### config.mk
export PLATFORM = sky130hd
export DESIGN_NAME = frustum_cube_cull
export DESIGN_NICKNAME = d
export VERILOG_FILES = /design/src/sv/fcc_pkg.sv /design/src/sv/fcc_fifo.sv /design/src/sv/fcc_front.sv /design/src/sv/fcc_back.sv /design/src/sv/frustum_cube_cull.sv
export VERILOG_INCLUDE_DIRS = /design/src /design/src/sv
export SDC_FILE = /design/constraint.sdc
export NUM_CORES = 1
export LEC_CHECK = 0
export BUFFER_PORTS_ARGS = -buffer_cell sky130_fd_sc_hd__buf_2
export CAP_MARGIN = 10
export CORE_MARGIN = 3
export CORE_UTILIZATION = 40
export CTS_CLUSTER_SIZE = 10
export DETAILED_ROUTE_END_ITERATION = 6
export SETUP_SLACK_MARGIN = 0.15
export SLEW_MARGIN = 20
export SYNTH_ARGS = -nofsm -noshare
export SYNTH_HDL_FRONTEND = slang
export SYNTH_HIERARCHICAL = 1
export SYNTH_MEMORY_MAX_BITS = 65536
export SYNTH_SLANG_ARGS = --single-unit
### constraint.sdc
create_clock -name clk -period 8.3 [get_ports clk]
set_clock_uncertainty 0.15 [all_clocks]
set_input_delay 0.415 -clock clk [delete_from_list [all_inputs] [get_ports clk]]
set_output_delay 0.415 -clock clk [all_outputs]
set_load 0.01 [all_outputs]
### src/sv/assert_macros.svh
// Assertion helpers shared by the RTL. With SYNTH defined they expand to nothing.
`ifndef ASSERT_MACROS_SVH
`define ASSERT_MACROS_SVH

`ifndef SYNTH

// Property that must hold at every rising edge outside reset.
`define FCC_ASSERT(label, clk, rst_n, prop, msg) \
	label: assert property (@(posedge clk) disable iff (!rst_n) (prop)) else $error(msg);

// Condition that must never be seen at a rising edge outside reset.
`define FCC_NEVER(label, clk, rst_n, cond, msg) \
	label: assert property (@(posedge clk) disable iff (!rst_n) !(cond)) else $error(msg);

`else

`define FCC_ASSERT(label, clk, rst_n, prop, msg)

`define FCC_NEVER(label, clk, rst_n, cond, msg)

`endif

`endif

### src/sv/fcc_pkg.sv
package fcc_pkg;

	localparam int PLANE_COUNT = 6;
	localparam int AXES        = 3;

	// Q16.16 operand widths.
	localparam int VAL_W  = 32;
	localparam int HALF_W = 31;
	localparam int ADDR_W = 4;

	// Plane coefficients carry one extra bit for the sum or difference.
	localparam int COEF_W = VAL_W + 1;
	localparam int PROD_W = COEF_W + VAL_W;
	localparam int TERM_W = PROD_W + 1;
	localparam int ACC_W  = TERM_W + 2;

	localparam logic CMD_WRITE = 1'b0;
	localparam logic CMD_TEST  = 1'b1;

	typedef struct packed {
		logic                     is_test;
		logic [ADDR_W-1:0]        addr;
		logic [VAL_W-1:0]         value;
		logic signed [VAL_W-1:0]  cx;
		logic signed [VAL_W-1:0]  cy;
		logic signed [VAL_W-1:0]  cz;
		logic [HALF_W-1:0]        half;
	} fcc_op_t;

endpackage

### src/sv/fcc_fifo.sv
module fcc_fifo #(
	parameter int W = 8,
	parameter int D = 4
) (
	input  logic         clk,
	input  logic         arst_n,
	input  logic         push,
	input  logic [W-1:0] wdata,
	output logic         full,
	input  logic         pop,
	output logic [W-1:0] rdata,
	output logic         empty
);

	localparam int PW = $clog2(D);
	localparam int CW = $clog2(D + 1);

	logic [W-1:0]  mem_q [D];
	logic [PW-1:0] wr_q;
	logic [PW-1:0] rd_q;
	logic [CW-1:0] cnt_q;
	logic          do_push;
	logic          do_pop;

	assign full    = (cnt_q == CW'(D));
	assign empty   = (cnt_q == '0);
	assign do_push = push && !full;
	assign do_pop  = pop && !empty;
	assign rdata   = mem_q[rd_q];

	always_ff @(posedge clk or negedge arst_n) begin
		if (!arst_n) begin
			wr_q  <= '0;
			rd_q  <= '0;
			cnt_q <= '0;
		end else begin
			if (do_push) begin
				wr_q <= (wr_q == PW'(D - 1)) ? '0 : wr_q + 1'b1;
			end
			if (do_pop) begin
				rd_q <= (rd_q == PW'(D - 1)) ? '0 : rd_q + 1'b1;
			end
			if (do_push && !do_pop) begin
				cnt_q <= cnt_q + 1'b1;
			end else if (do_pop && !do_push) begin
				cnt_q <= cnt_q - 1'b1;
			end
		end
	end

	always_ff @(posedge clk) begin
		if (do_push) begin
			mem_q[wr_q] <= wdata;
		end
	end

endmodule

### src/sv/fcc_front.sv
module fcc_front import fcc_pkg::*; #(
	parameter int DEPTH = 4
) (
	input  logic                     clk,
	input  logic                     arst_n,
	input  logic                     push,
	output logic                     full,
	input  logic                     cmd,
	input  logic [1:0]               col_index,
	input  logic [1:0]               row_index,
	input  logic signed [VAL_W-1:0]  element_value,
	input  logic signed [VAL_W-1:0]  center_x,
	input  logic signed [VAL_W-1:0]  center_y,
	input  logic signed [VAL_W-1:0]  center_z,
	input  logic [HALF_W-1:0]        half_size,
	input  logic                     op_pop,
	output fcc_op_t                  op,
	output logic                     op_empty
);

	fcc_op_t in_op;

	// Classify the beat and form the store address of a write.
	always_comb begin
		in_op.is_test = (cmd == CMD_TEST);
		in_op.addr    = {col_index, row_index};
		in_op.value   = element_value;
		in_op.cx      = center_x;
		in_op.cy      = center_y;
		in_op.cz      = center_z;
		in_op.half    = half_size;
	end

	fcc_fifo #(
		.W($bits(fcc_op_t)),
		.D(DEPTH)
	) u_op_fifo (
		.clk   (clk),
		.arst_n(arst_n),
		.push  (push),
		.wdata (in_op),
		.full  (full),
		.pop   (op_pop),
		.rdata (op),
		.empty (op_empty)
	);

endmodule

### src/sv/fcc_back.sv
module fcc_back import fcc_pkg::*; (
	input  logic    clk,
	input  logic    arst_n,
	input  fcc_op_t op,
	input  logic    op_empty,
	output logic    op_pop,
	input  logic    res_full,
	output logic    res_push,
	output logic    res_inside
);

	logic [VAL_W-1:0] mat_q [16];

	logic advance;
	logic v_s1, v_s2, v_s3, v_s4;

	logic signed [COEF_W-1:0] n_d  [PLANE_COUNT][AXES];
	logic signed [COEF_W-1:0] d_d  [PLANE_COUNT];
	logic [PLANE_COUNT-1:0]   nz_d;

	logic signed [COEF_W-1:0] n_s1 [PLANE_COUNT][AXES];
	logic signed [COEF_W-1:0] d_s1 [PLANE_COUNT];
	logic [PLANE_COUNT-1:0]   nz_s1;
	logic signed [VAL_W-1:0]  c_s1 [AXES];
	logic [HALF_W-1:0]        h_s1;
	logic signed [VAL_W-1:0]  hs_s1;

	logic signed [PROD_W-1:0] pc_s2 [PLANE_COUNT][AXES];
	logic signed [PROD_W-1:0] ph_s2 [PLANE_COUNT][AXES];
	logic                     neg_s2 [PLANE_COUNT][AXES];
	logic signed [COEF_W-1:0] d_s2 [PLANE_COUNT];
	logic [PLANE_COUNT-1:0]   nz_s2;

	logic signed [TERM_W-1:0] s_s3 [PLANE_COUNT][AXES];
	logic signed [COEF_W-1:0] d_s3 [PLANE_COUNT];
	logic [PLANE_COUNT-1:0]   nz_s3;

	logic signed [ACC_W-1:0]  acc_d [PLANE_COUNT];
	logic [PLANE_COUNT-1:0]   rej_d;
	logic                     inside_s4;

	// The whole pipe holds while a finished beat cannot enter the result queue.
	assign advance    = !v_s4 || !res_full;
	assign op_pop     = advance && !op_empty;
	assign res_push   = v_s4 && !res_full;
	assign res_inside = inside_s4;
	assign hs_s1      = $signed({1'b0, h_s1});

	// Plane p uses row p/2; odd planes take the difference with row 3.
	always_comb begin
		logic signed [COEF_W-1:0] e3;
		logic signed [COEF_W-1:0] ek;
		for (int p = 0; p < PLANE_COUNT; p++) begin
			for (int a = 0; a < AXES; a++) begin
				e3 = $signed(mat_q[4'(a * 4 + 3)]);
				ek = $signed(mat_q[4'(a * 4 + (p >> 1))]);
				n_d[p][a] = ((p & 1) != 0) ? e3 - ek : e3 + ek;
			end
			e3 = $signed(mat_q[4'(15)]);
			ek = $signed(mat_q[4'(12 + (p >> 1))]);
			d_d[p]  = ((p & 1) != 0) ? e3 - ek : e3 + ek;
			nz_d[p] = (n_d[p][0] != '0) || (n_d[p][1] != '0) || (n_d[p][2] != '0);
		end
	end

	always_comb begin
		for (int p = 0; p < PLANE_COUNT; p++) begin
			acc_d[p] = ACC_W'(s_s3[p][0]) + ACC_W'(s_s3[p][1]) + ACC_W'(s_s3[p][2])
				+ ACC_W'($signed({d_s3[p], 16'd0}));
			// A plane with a zero normal never rejects.
			rej_d[p] = acc_d[p][ACC_W-1] && nz_s3[p];
		end
	end

	always_ff @(posedge clk or negedge arst_n) begin
		if (!arst_n) begin
			for (int i = 0; i < 16; i++) begin
				mat_q[i] <= '0;
			end
			v_s1 <= 1'b0;
			v_s2 <= 1'b0;
			v_s3 <= 1'b0;
			v_s4 <= 1'b0;
		end else begin
			if (op_pop && !op.is_test) begin
				mat_q[op.addr] <= op.value;
			end
			if (advance) begin
				v_s1 <= op_pop && op.is_test;
				v_s2 <= v_s1;
				v_s3 <= v_s2;
				v_s4 <= v_s3;
			end
		end
	end

	always_ff @(posedge clk) begin
		if (advance) begin
			n_s1  <= n_d;
			d_s1  <= d_d;
			nz_s1 <= nz_d;
			c_s1[0] <= op.cx;
			c_s1[1] <= op.cy;
			c_s1[2] <= op.cz;
			h_s1  <= op.half;

			// The corner term |n|*h is formed as n*h and its sign fixed in the next stage.
			for (int p = 0; p < PLANE_COUNT; p++) begin
				for (int a = 0; a < AXES; a++) begin
					pc_s2[p][a]  <= n_s1[p][a] * c_s1[a];
					ph_s2[p][a]  <= n_s1[p][a] * hs_s1;
					neg_s2[p][a] <= n_s1[p][a][COEF_W-1];
				end
			end
			d_s2  <= d_s1;
			nz_s2 <= nz_s1;

			for (int p = 0; p < PLANE_COUNT; p++) begin
				for (int a = 0; a < AXES; a++) begin
					s_s3[p][a] <= neg_s2[p][a]
						? TERM_W'(pc_s2[p][a]) - TERM_W'(ph_s2[p][a])
						: TERM_W'(pc_s2[p][a]) + TERM_W'(ph_s2[p][a]);
				end
			end
			d_s3  <= d_s2;
			nz_s3 <= nz_s2;

			inside_s4 <= !(|rej_d);
		end
	end

endmodule

### src/sv/frustum_cube_cull.sv
// Frustum culling of axis-aligned cubes against a stored view-projection matrix.
// Input channel: queue-like, a beat is taken when push is high and full is low.
// A write beat (cmd low) stores element_value at column col_index, row row_index
// of the column-major matrix and yields no result. A test beat (cmd high) gives
// center_x/y/z and half_size and yields one result, inside_res.
// Result channel: while empty is low the oldest result sits on inside_res; it is
// taken when pop is high. Results leave in the order of their tests.
// Throughput is one beat per cycle while nothing stalls. A taken test beat passes
// the input queue and then four pipeline stages (plane forming, multipliers,
// per-axis sums, plane sums and sign check) before its result is queued.
// The matrix is read when a beat leaves the input queue, so a test always sees
// every write that was taken before it.
// Reset clears the matrix to zero (every plane then passes), both queues and
// the pipeline. When the receiver stops popping, the result queue fills, the
// pipeline holds, then the input queue fills and full rises.
`include "assert_macros.svh"

module frustum_cube_cull import fcc_pkg::*; #(
	parameter int IN_DEPTH  = 4,
	parameter int OUT_DEPTH = 4
) (
	input  logic                     clk,
	input  logic                     arst_n,
	input  logic                     push,
	output logic                     full,
	input  logic                     cmd,
	input  logic [1:0]               col_index,
	input  logic [1:0]               row_index,
	input  logic signed [VAL_W-1:0]  element_value,
	input  logic signed [VAL_W-1:0]  center_x,
	input  logic signed [VAL_W-1:0]  center_y,
	input  logic signed [VAL_W-1:0]  center_z,
	input  logic [HALF_W-1:0]        half_size,
	output logic                     empty,
	input  logic                     pop,
	output logic                     inside_res
);

	fcc_op_t op;
	logic    op_empty;
	logic    op_pop;
	logic    res_full;
	logic    res_push;
	logic    res_inside;

	fcc_front #(
		.DEPTH(IN_DEPTH)
	) u_front (
		.clk          (clk),
		.arst_n       (arst_n),
		.push         (push),
		.full         (full),
		.cmd          (cmd),
		.col_index    (col_index),
		.row_index    (row_index),
		.element_value(element_value),
		.center_x     (center_x),
		.center_y     (center_y),
		.center_z     (center_z),
		.half_size    (half_size),
		.op_pop       (op_pop),
		.op           (op),
		.op_empty     (op_empty)
	);

	fcc_back u_back (
		.clk       (clk),
		.arst_n    (arst_n),
		.op        (op),
		.op_empty  (op_empty),
		.op_pop    (op_pop),
		.res_full  (res_full),
		.res_push  (res_push),
		.res_inside(res_inside)
	);

	fcc_fifo #(
		.W(1),
		.D(OUT_DEPTH)
	) u_res_fifo (
		.clk   (clk),
		.arst_n(arst_n),
		.push  (res_push),
		.wdata (res_inside),
		.full  (res_full),
		.pop   (pop),
		.rdata (inside_res),
		.empty (empty)
	);

	`FCC_NEVER(a_res_overflow, clk, arst_n, res_push && res_full, "result beat pushed into full queue")
	`FCC_ASSERT(a_op_pop_valid, clk, arst_n, op_pop |-> !op_empty, "op popped from empty queue")
	`FCC_ASSERT(a_res_lands, clk, arst_n, res_push |=> !empty, "pushed result not visible")

endmodule
==> results of run 1 <==
==> power groups by stage <==
stage               clock network, mW  logic [mW]  registers (mW)
floorplan                           0       0.249           0.237
global placement                    0       0.251           0.248
detailed placement                  0       0.268           0.250
CTS                            0.0546       0.269           0.247
global route                   0.0600       0.301           0.256
finish                         0.0509       0.261           0.246
==> flip-flops by register name, summed over array words and instances (netlist names) <==
register and cells:
u_back/v_s2 1, u_res_fifo/rd_q 2, u_back/v_s3 1, u_back/v_s1 1, u_res_fifo/mem_q 4, u_front/u_op_fifo/rd_q 2, u_front/u_op_fifo/cnt_q 3, u_res_fifo/cnt_q 3
u_front/u_op_fifo/mem_q 4, u_res_fifo/wr_q 2, u_front/u_op_fifo/wr_q 2, u_back/v_s4 1
==> cell usage in the layout (no fill, tap or decap), drive strengths merged, types with 2 or more instances in the layout <==
cell type	count
fa	2
mux2	12
nor2	6
xnor2	2
mux4	2
nor3b	2
dfrtp	18
nor3	3
buf	7
nor2b	2
nand2	2
and2	7
xor2	4
ha	12
edfxtp	8
and2b	2
inv	6
clkbuf	3
==> routing by layer <==
layer / track usage (%) / up-vias
li1: - / 346
met1: 10.3 / 322
met2: 18.0 / 6
met3: 3.59 / 0
met4: 0.777 / 0
met5: 0 / -
==> through the flow <==
| step | cells | hold WS, ns | worst slack [ns] |
|---|---|---|---|
| after global placement | 147 | 0.218 | 5.76 |
| final | 151 | 0.162 | 5.74 |
| after CTS | 151 | 0.148 | 5.71 |
| after global routing | 151 | 0.145 | 5.47 |
| after detailed placement | 147 | 0.230 | 5.74 |
| after floorplan | 103 | -0.0306 | 5.98 |
==> timing repair <==
| item | CTS | global route |
|---|---|---|
| endpoints found under the setup margin | 0 | 0 |
| endpoints found under the hold margin | 18 | 0 |
| hold buffers | 1 | 0 |
| gates resized for setup | 0 | 0 |
==> worst reg2reg max path, stage by stage, from the launching register on <==
cell	delay, ns
dfrtp_1	0.42
nor3b_4	0.17
and2b_1	0.19
nor2b_1	0.41
ha_1	0.27
inv_1	0.06
fa_1	0.38
xor2_1	0.17
nor2_1	0.11
xor2_1	0.16
==> final cells by class <==
cell class | count | area (sq um) | area share [%]
flip-flops and latches | 26 | 691 | 47.1
multi-input cells | 64 | 632 | 43.1
well taps | 44 | 55.1 | 3.75
repair buffers | 8 | 45.0 | 3.07
clock buffers | 3 | 22.5 | 1.53
inverters | 6 | 22.5 | 1.53
==> final timing paths <==
path | end | start | cells past startpoint | slack [ns]
max | u_res_fifo/cnt_q[2] | u_res_fifo/cnt_q[2] | 9 | 5.74
min | u_front/u_op_fifo/mem_q[0][163] | cmd | 1 | 0.16
max reg2reg | u_res_fifo/cnt_q[2] | u_res_fifo/cnt_q[2] | 9 | 5.74
min reg2reg | u_back/v_s4 | u_back/v_s3 | 1 | 0.33
max in group asynchronous | u_front/u_op_fifo/rd_q[1] | arst_n | 2 | 7.30
min in group asynchronous | u_res_fifo/cnt_q[0] | arst_n | 2 | 0.40
==> qor.txt, run 1 <==
Antenna violations before repair: 0
Total iterations of the first detailed-routing run: 4
Cell-internal power: 0.361 mW
Seq pwr share: 44.0%
Hold Vio Cnt, Final: 0
Diodes inserted: 0
First-pass GRT wire length: 3.16 mm
RSZ-0062 raised after global routing: no
Synthesized area: 1410 sq um
M1 WL: 791 um
DRT Wirelength: 1.74 mm
Post-route minimum period: 2.56 ns
Ports: 171
Peak supply drop: 0.000188 V
Detailed placement HPWL: 1.37 mm
Crit path max-delay family: simple AND/OR/NAND/NOR gates
Residual DRC count: 0
Inserted Clock Buffers: 3
GPL Wtd Cong: 0.696
Max Buffers Root-to-Sink: 2
Power density over cell area: 380 nW/um^2
Clock power share: 9.1%
GRT overflow: 0
GRT Overall Usage: 9.48%
Largest net degree at the start of global routing: 19
Combinational share of power: 46.9%
Met3 routed WL: 49 um
Syn_nets: 285
Critical path's slowest cell: dfrtp_1
Layout fillers: 317
# port buffers: 7
Critical Path Max Stage Delay: 0.42 ns
Die area: 4270 sq um
Worst-path clk slew: 0.13 ns
Crit. End Element: register
Via count: 674
Max Used Layer: met3
Hold crit path type: primary input to register
Area after DPL: 1440 sq um
Layout cells sized above 1: 28.0%
Final core utilization: 45.8%
Worst Path Max Fanout: 7
Iter 0 DRT Violations: 29
Status: finished, final reports clean
Crit-path cells: nor3b_4 > and2b_1 > nor2b_1 > ha_1 > inv_1 > fa_1 > xor2_1 > nor2_1 > xor2_1
WP buf/inv: 1
Setup crit start kind: register
Max-slew violations: 0
Setup-violating endpoint count in the final report: 0
Synthesized area per cell: 13.7 sq um
Final ANT Viol Nets: 0
Total power: 0.558 mW
Worst Path Required: 8.39 ns
Mapped Cells: 103
TritonCTS clock tree: built
DR WL met2: 899 um
Max-cap violations: 0
Die W: 65.3 um
Row cnt: 20
Wirelength per Cell: 11.5 um
Max Clk Rate: 0.390 GHz
Later-pin clock latency in the skew report: 0.31 ns
Clock Tree Root: clkbuf_4
Critical path arrival: 2.65 ns
Leak: 0.646 nW
Die Height: 65.3 um
Via density: 4.46
Initial Util: 43.9%
Switching part of the total: 35.3%
Kind of critical path: register to register
Post-CTS Setup Inserts: 0
Design area: 1470 sq um
Vias in the first global route: 771
H-tree depth: 1
Post-Route Setup TNS: 0 ns
Ys Warns: 6
Sw power: 0.197 mW
Most used cell, CP: xor2_1
Clock sink count: 26
Placeable Area: 3200 sq um
Tcrit/Tclk final: 30.9%
Area growth syn-to-layout: 4.27%
Layout Nets: 291
Power figures use the tool's default switching activity.
==> run 2, diff against run 1 <==
Clock period 8.3 ns to 2.6 ns, I/O delays scaled along.
==> qor.txt, run 2 (same netlist as run 1, synthesis figures left out) <==
First-pass GRT wire length: 3.35 mm (was 3.16 mm)
Inserted Clock Buffers: 3 (unchanged)
Worst Path Required: 2.69 ns (was 8.39 ns)
Area after DPL: 1450 sq um (was 1440 sq um)
Antenna violations before repair: 0 (unchanged)
Most frequent cells in the layout: dfrtp_1, ha_1, mux2_2, buf_4, edfxtp_1 (was dfrtp_1, ha_1, mux2_2, edfxtp_1)
Post-Layout Cell Count: 160 (was 151)
Setup WS pre-CTS: 0.0488 ns (was 5.74 ns)
Setup-violating endpoint count in the final report: 0 (unchanged)
Most used cell, CP: xor2_1 (unchanged)
Tcrit/Tclk final: 87.8% (was 30.9%)
Row cnt: 20 (unchanged)
WP buf/inv: 1 (unchanged)
Wirelength per Cell: 11.7 um (was 11.5 um)
Crit. End Element: register (unchanged)
Max-slew violations: 0 (unchanged)
Area growth syn-to-layout: 10.8% (was 4.27%)
Worst-path clk slew: 0.13 ns (about the same)
Final core utilization: 48.7% (was 45.8%)
Die Height: 65.3 um (unchanged)
Max Buffers Root-to-Sink: 2 (unchanged)
Critical Path Max Stage Delay: 0.46 ns (was 0.42 ns)
Via count: 747 (was 674)
Later-pin clock latency in the skew report: 0.31 ns (about the same)
Critical path's slowest cell: dfrtp_2 (was dfrtp_1)
TritonCTS clock tree: built (unchanged)
GRT Overall Usage: 10.2% (was 9.48%)
RSZ-0062 raised after global routing: no (unchanged)
Layout Nets: 300 (was 291)
Setup crit start kind: register (unchanged)
Most common cell after layout, fill and taps aside: dfrtp_1 (unchanged)
Kind of critical path: register to register (unchanged)
Peak supply drop: 0.000581 V (was 0.000188 V)
Diodes inserted: 0 (unchanged)
Critical path arrival: 2.37 ns (was 2.65 ns)
Die area: 4270 sq um (unchanged)
Worst Path Max Fanout: 4 (was 7)
Post-route minimum period: 2.28 ns (was 2.56 ns)
Worst Setup Slack, final: 0.317 ns (was 5.74 ns)
Via density: 4.67 (was 4.46)
GRT overflow: 0 (unchanged)
Multi-input gate area: 652 sq um (was 632 sq um)
Leak: 0.692 nW (was 0.646 nW)
Residual DRC count: 0 (unchanged)
Layout cells sized above 1: 37.9% (was 28.0%)
GPL Wtd Cong: 0.671 (was 0.696)
Hold crit path type: primary input to register (unchanged)
Power density over cell area: 1220 nW/um^2 (was 380 nW/um^2)
Design area: 1560 sq um (was 1470 sq um)
Layout fillers: 310 (was 317)
Crit-path cells: nor3b_4 > a21oi_1 > o31ai_2 > ha_2 > inv_1 > fa_1 > xor2_1 > nor2_1 > xor2_1 (was nor3b_4 > and2b_1 > nor2b_1 > ha_1 > inv_1 > fa_1 > xor2_1 > nor2_1 > xor2_1)
Inst Count DP: 149 (was 147)
Largest net degree at the start of global routing: 19 (unchanged)
Crit path max-delay family: adder cells (was simple AND/OR/NAND/NOR gates)
Top Registers: u_front/u_op_fifo/mem_q: 4 flops, u_res_fifo/mem_q: 4 flops (unchanged)
Vias in the first global route: 800 (was 771)
DRT Wirelength: 1.87 mm (was 1.74 mm)
Placeable Area: 3200 sq um (unchanged)
# port buffers: 7 (unchanged)
H-tree depth: 1 (unchanged)
Max-cap violations: 0 (unchanged)
Hold Vio Cnt, Final: 0 (unchanged)
Status: finished, final reports clean (unchanged)
Max Clk Rate: 0.438 GHz (was 0.390 GHz)
Clock Tree Root: clkbuf_4 (unchanged)
Total iterations of the first detailed-routing run: 3 (was 4)
Die W: 65.3 um (unchanged)
Post-Route Setup TNS: 0 ns (unchanged)
Clock sink count: 26 (unchanged)
Final ANT Viol Nets: 0 (unchanged)
Initial Util: 43.9% (unchanged)
Ports: 171 (unchanged)
Register area: 693 sq um (was 691 sq um)
Iter 0 DRT Violations: 29 (unchanged)
Detailed placement HPWL: 1.42 mm (was 1.37 mm)
-- run 2: cell count changes in the layout (fill, tap and decap cells not counted), sizes merged --
cell	previous run	this run
buf	7	15
dlygate4sd3	1	2
-- run 2: area by class of cell --
type | instances | area share (%)
sequential | 26 | 44.4
multi-input combinational | 64 | 41.8
timing repair buffer | 17 | 7.38
tap | 44 | 3.53
clock buffer | 3 | 1.44
inverter | 6 | 1.44
-- run 2: repair_timing --
item | in CTS | in global routing
endpoints found under the hold margin | 22 | 0
setup endpoints to repair | 2 | 3
cloned | 0 | 0
buffers inserted | 1 | 5
pin swaps | 1 | 2
gates resized for setup | 1 | 6
hold buffers | 2 | 0
-- run 2: worst register-to-register path, cell delays in order, from the launching register on --
cell	delay, ns
dfrtp_2	0.46
nor3b_4	0.24
a21oi_1	0.12
o31ai_2	0.12
ha_2	0.26
inv_1	0.05
fa_1	0.37
xor2_1	0.17
nor2_1	0.12
xor2_1	0.16
-- run 2: through the flow --
step                      hold slack, ns  power [mW]
after floorplan                   -0.316        1.55
after global placement           -0.0659        1.61
after detailed placement         -0.0592        1.67
after CTS                        0.00302        1.86
after global routing             0.00265        2.10
final                             0.0175        1.90
-- run 2: final timing paths --
check	cells past startpoint	end	startpoint	slack, ns
hold / removal	3	u_res_fifo/rd_q[1]	pop	0.02
setup / recovery	9	u_front/u_op_fifo/cnt_q[2]	u_res_fifo/cnt_q[1]	0.32
hold reg to reg	1	u_back/v_s4	u_back/v_s3	0.32
max in group asynchronous	2	u_front/u_op_fifo/cnt_q[0]	arst_n	1.86
min in group asynchronous	2	u_res_fifo/cnt_q[1]	arst_n	0.11
setup reg to reg	9	u_front/u_op_fifo/cnt_q[2]	u_res_fifo/cnt_q[1]	0.32
-- run 2: per-layer routing --
| layer | GRT usage (%) | routed length [um] | up-vias |
|---|---|---|---|
| met2 | 20.1 | 1070 | 7 |
| met4 | 0.777 | 0 | 0 |
| li1 | - | - | 365 |
| met5 | 0 | 0 | - |
| met3 | 3.59 | 60 | 0 |
| met1 | 10.6 | 746 | 375 |
-- run 2: power breakdown --
group | internal (mW) | leakage (nW) | total, mW | switching (mW)
Clock | 0.0541 | 0.0138 | 0.161 | 0.107
Sequential | 0.615 | 0.284 | 0.779 | 0.164
Combinational | 0.574 | 0.395 | 0.964 | 0.390
==> run 3, diff against run 2 <==
Settings changed: CORE_UTILIZATION 40 to 60, PLACE_DENSITY set to 0.79.
==> qor.txt, run 3 (same netlist as run 1, synthesis figures left out) <==
Switching part of the total: 34.7% (about the same)
GRT Overall Usage: 16.5% (was 10.2%)
Worst Path Max Fanout: 4 (unchanged)
Max Buffers Root-to-Sink: 2 (unchanged)
Kind of critical path: register to register (unchanged)
Hold Vio Cnt, Final: 0 (unchanged)
Tcrit/Tclk final: 91.0% (was 87.8%)
Inst Count DP: 132 (was 149)
Initial Util: 67.6% (was 43.9%)
Die W: 54.4 um (was 65.3 um)
Total power: 2.03 mW (was 1.90 mW)
H-tree depth: 1 (unchanged)
Diodes inserted: 0 (unchanged)
Iter 0 DRT Violations: 11 (was 29)
Die Height: 54.4 um (was 65.3 um)
Worst Path Required: 2.70 ns (was 2.69 ns)
Status: finished, final reports clean (unchanged)
Die area: 2960 sq um (was 4270 sq um)
Worst-path clk slew: 0.14 ns (was 0.13 ns)
GPL Wtd Cong: 0.671 (about the same)
Max Clk Rate: 0.423 GHz (was 0.438 GHz)
Residual DRC count: 0 (unchanged)
Inserted Clock Buffers: 3 (unchanged)
Detailed placement HPWL: 1.45 mm (was 1.42 mm)
Most common cell after layout, fill and taps aside: dfrtp_1 (unchanged)
Max-cap violations: 0 (unchanged)
RSZ-0062 raised after global routing: yes (was no)
Via count: 764 (was 747)
Post-Route Setup TNS: 0 ns (unchanged)
TritonCTS clock tree: built (unchanged)
Vias in the first global route: 782 (was 800)
Layout cells sized above 1: 34.8% (was 37.9%)
Clock power share: 13.5% (was 8.4%)
Seq pwr share: 40.0% (was 40.9%)
WP buf/inv: 2 (was 1)
Worst hold margin: 0.0976 ns (was 0.0175 ns)
Total iterations of the first detailed-routing run: 3 (unchanged)
Crit path max-delay family: adder cells (unchanged)
# port buffers: 7 (unchanged)
DRT Wirelength: 1.98 mm (was 1.87 mm)
Hold crit path type: primary input to asynchronous set/reset pin (was primary input to register)
Setup crit start kind: register (unchanged)
Most frequent cells in the layout: dfrtp_1, ha_1, mux2_2, edfxtp_1 (was dfrtp_1, ha_1, mux2_2, buf_4, edfxtp_1)
Max-slew violations: 0 (unchanged)
Critical path's slowest cell: dfrtp_2 (unchanged)
Setup-violating endpoint count in the final report: 0 (unchanged)
Crit-path cells: nor3b_4 > buf_6 > a21oi_1 > o31ai_4 > ha_2 > inv_1 > fa_1 > xor2_1 > nor2_1 > xor2_1 (was nor3b_4 > a21oi_1 > o31ai_2 > ha_2 > inv_1 > fa_1 > xor2_1 > nor2_1 > xor2_1)
Wirelength per Cell: 13.9 um (was 11.7 um)
Critical Path Max Stage Delay: 0.47 ns (was 0.46 ns)
Final ANT Viol Nets: 0 (unchanged)
Largest net degree at the start of global routing: 19 (unchanged)
GRT overflow: 0 (unchanged)
Most used cell, CP: xor2_1 (unchanged)
Clock Tree Root: clkbuf_4 (unchanged)
Layout Nets: 298 (was 300)
Sw power: 0.704 mW (was 0.660 mW)
First-pass GRT wire length: 3.36 mm (was 3.35 mm)
Ports: 171 (unchanged)
Later-pin clock latency in the skew report: 0.32 ns (was 0.31 ns)
Row cnt: 16 (was 20)
Power density over cell area: 1300 nW/um^2 (was 1220 nW/um^2)
Critical path arrival: 2.47 ns (was 2.37 ns)
Crit. End Element: register (unchanged)
Via density: 5.38 (was 4.67)
Top Registers: u_front/u_op_fifo/mem_q: 4 flops, u_res_fifo/mem_q: 4 flops (unchanged)
Placeable Area: 2080 sq um (was 3200 sq um)
Post-Layout Cell Count: 142 (was 160)
Area growth syn-to-layout: 11.3% (was 10.8%)
Cell-internal power: 1.33 mW (was 1.24 mW)
Peak supply drop: 0.00106 V (was 0.000581 V)
Post-route minimum period: 2.37 ns (was 2.28 ns)
Antenna violations before repair: 0 (unchanged)
Clock sink count: 26 (unchanged)
Combinational share of power: 46.6% (was 50.6%)
Leak: 0.696 nW (was 0.692 nW)
## run 3: path summary, 6_finish.rpt
path | startpoint | end | slack [ns] | cells past startpoint
worst min-delay path | arst_n | u_front/u_op_fifo/cnt_q[1] | 0.1 | 2
worst max-delay path | u_res_fifo/cnt_q[1] | u_front/u_op_fifo/cnt_q[2] | 0.23 | 10
max in group asynchronous | arst_n | u_res_fifo/cnt_q[1] | 1.89 | 2
min in group clk | u_back/v_s3 | u_back/v_s4 | 0.33 | 1
worst max register to register | u_res_fifo/cnt_q[1] | u_front/u_op_fifo/cnt_q[2] | 0.23 | 10
worst min register to register | u_back/v_s3 | u_back/v_s4 | 0.33 | 1
## run 3: what timing repair did
action / in CTS / in global routing
gates cloned: 0 / 0
pin swaps: 0 / 2
setup endpoints to repair: 2 / 3
hold endpoints to repair: 24 / 0
hold buffers: 4 / 0
gates resized for setup: 2 / 6
setup buffers: 0 / 2
## run 3: per-stage QoR
step	util [%]	setup WS, ns	instance area, sq um
floorplan	-	0.280	1410
global placement	68.6	0.0707	1430
detailed placement	68.6	0.00983	1430
CTS	73.4	0.148	1530
global route	75.2	0.123	1570
finish	75.2	0.234	1570
## run 3: per-layer routing
metal / vias up / GRT usage, % / share of wire [%]
li1: 361 / - / -
met1: 391 / 18.9 / 41
met2: 10 / 29.5 / 55
met3: 2 / 4.90 / 3.4
met4: 0 / 4.98 / 0.66
met5: - / 0 / 0
## run 3: final cells by class
cell class / count / area (sq um)
fill: 152 / 515
timing repair buffer: 15 / 109
clock inverter: 1 / 30.0
inverter: 6 / 22.5
clock buffer: 3 / 22.5
sequential: 26 / 693
multi-input combinational: 64 / 656
tap: 27 / 33.8
## run 3: power by group through the flow
stage	sequential, mW	clock [mW]	combinational, mW
global route	0.846	0.296	1.07
floorplan	0.756	0	0.795
CTS	0.800	0.281	0.904
detailed placement	0.807	0	0.874
global placement	0.790	0	0.810
finish	0.811	0.273	0.946
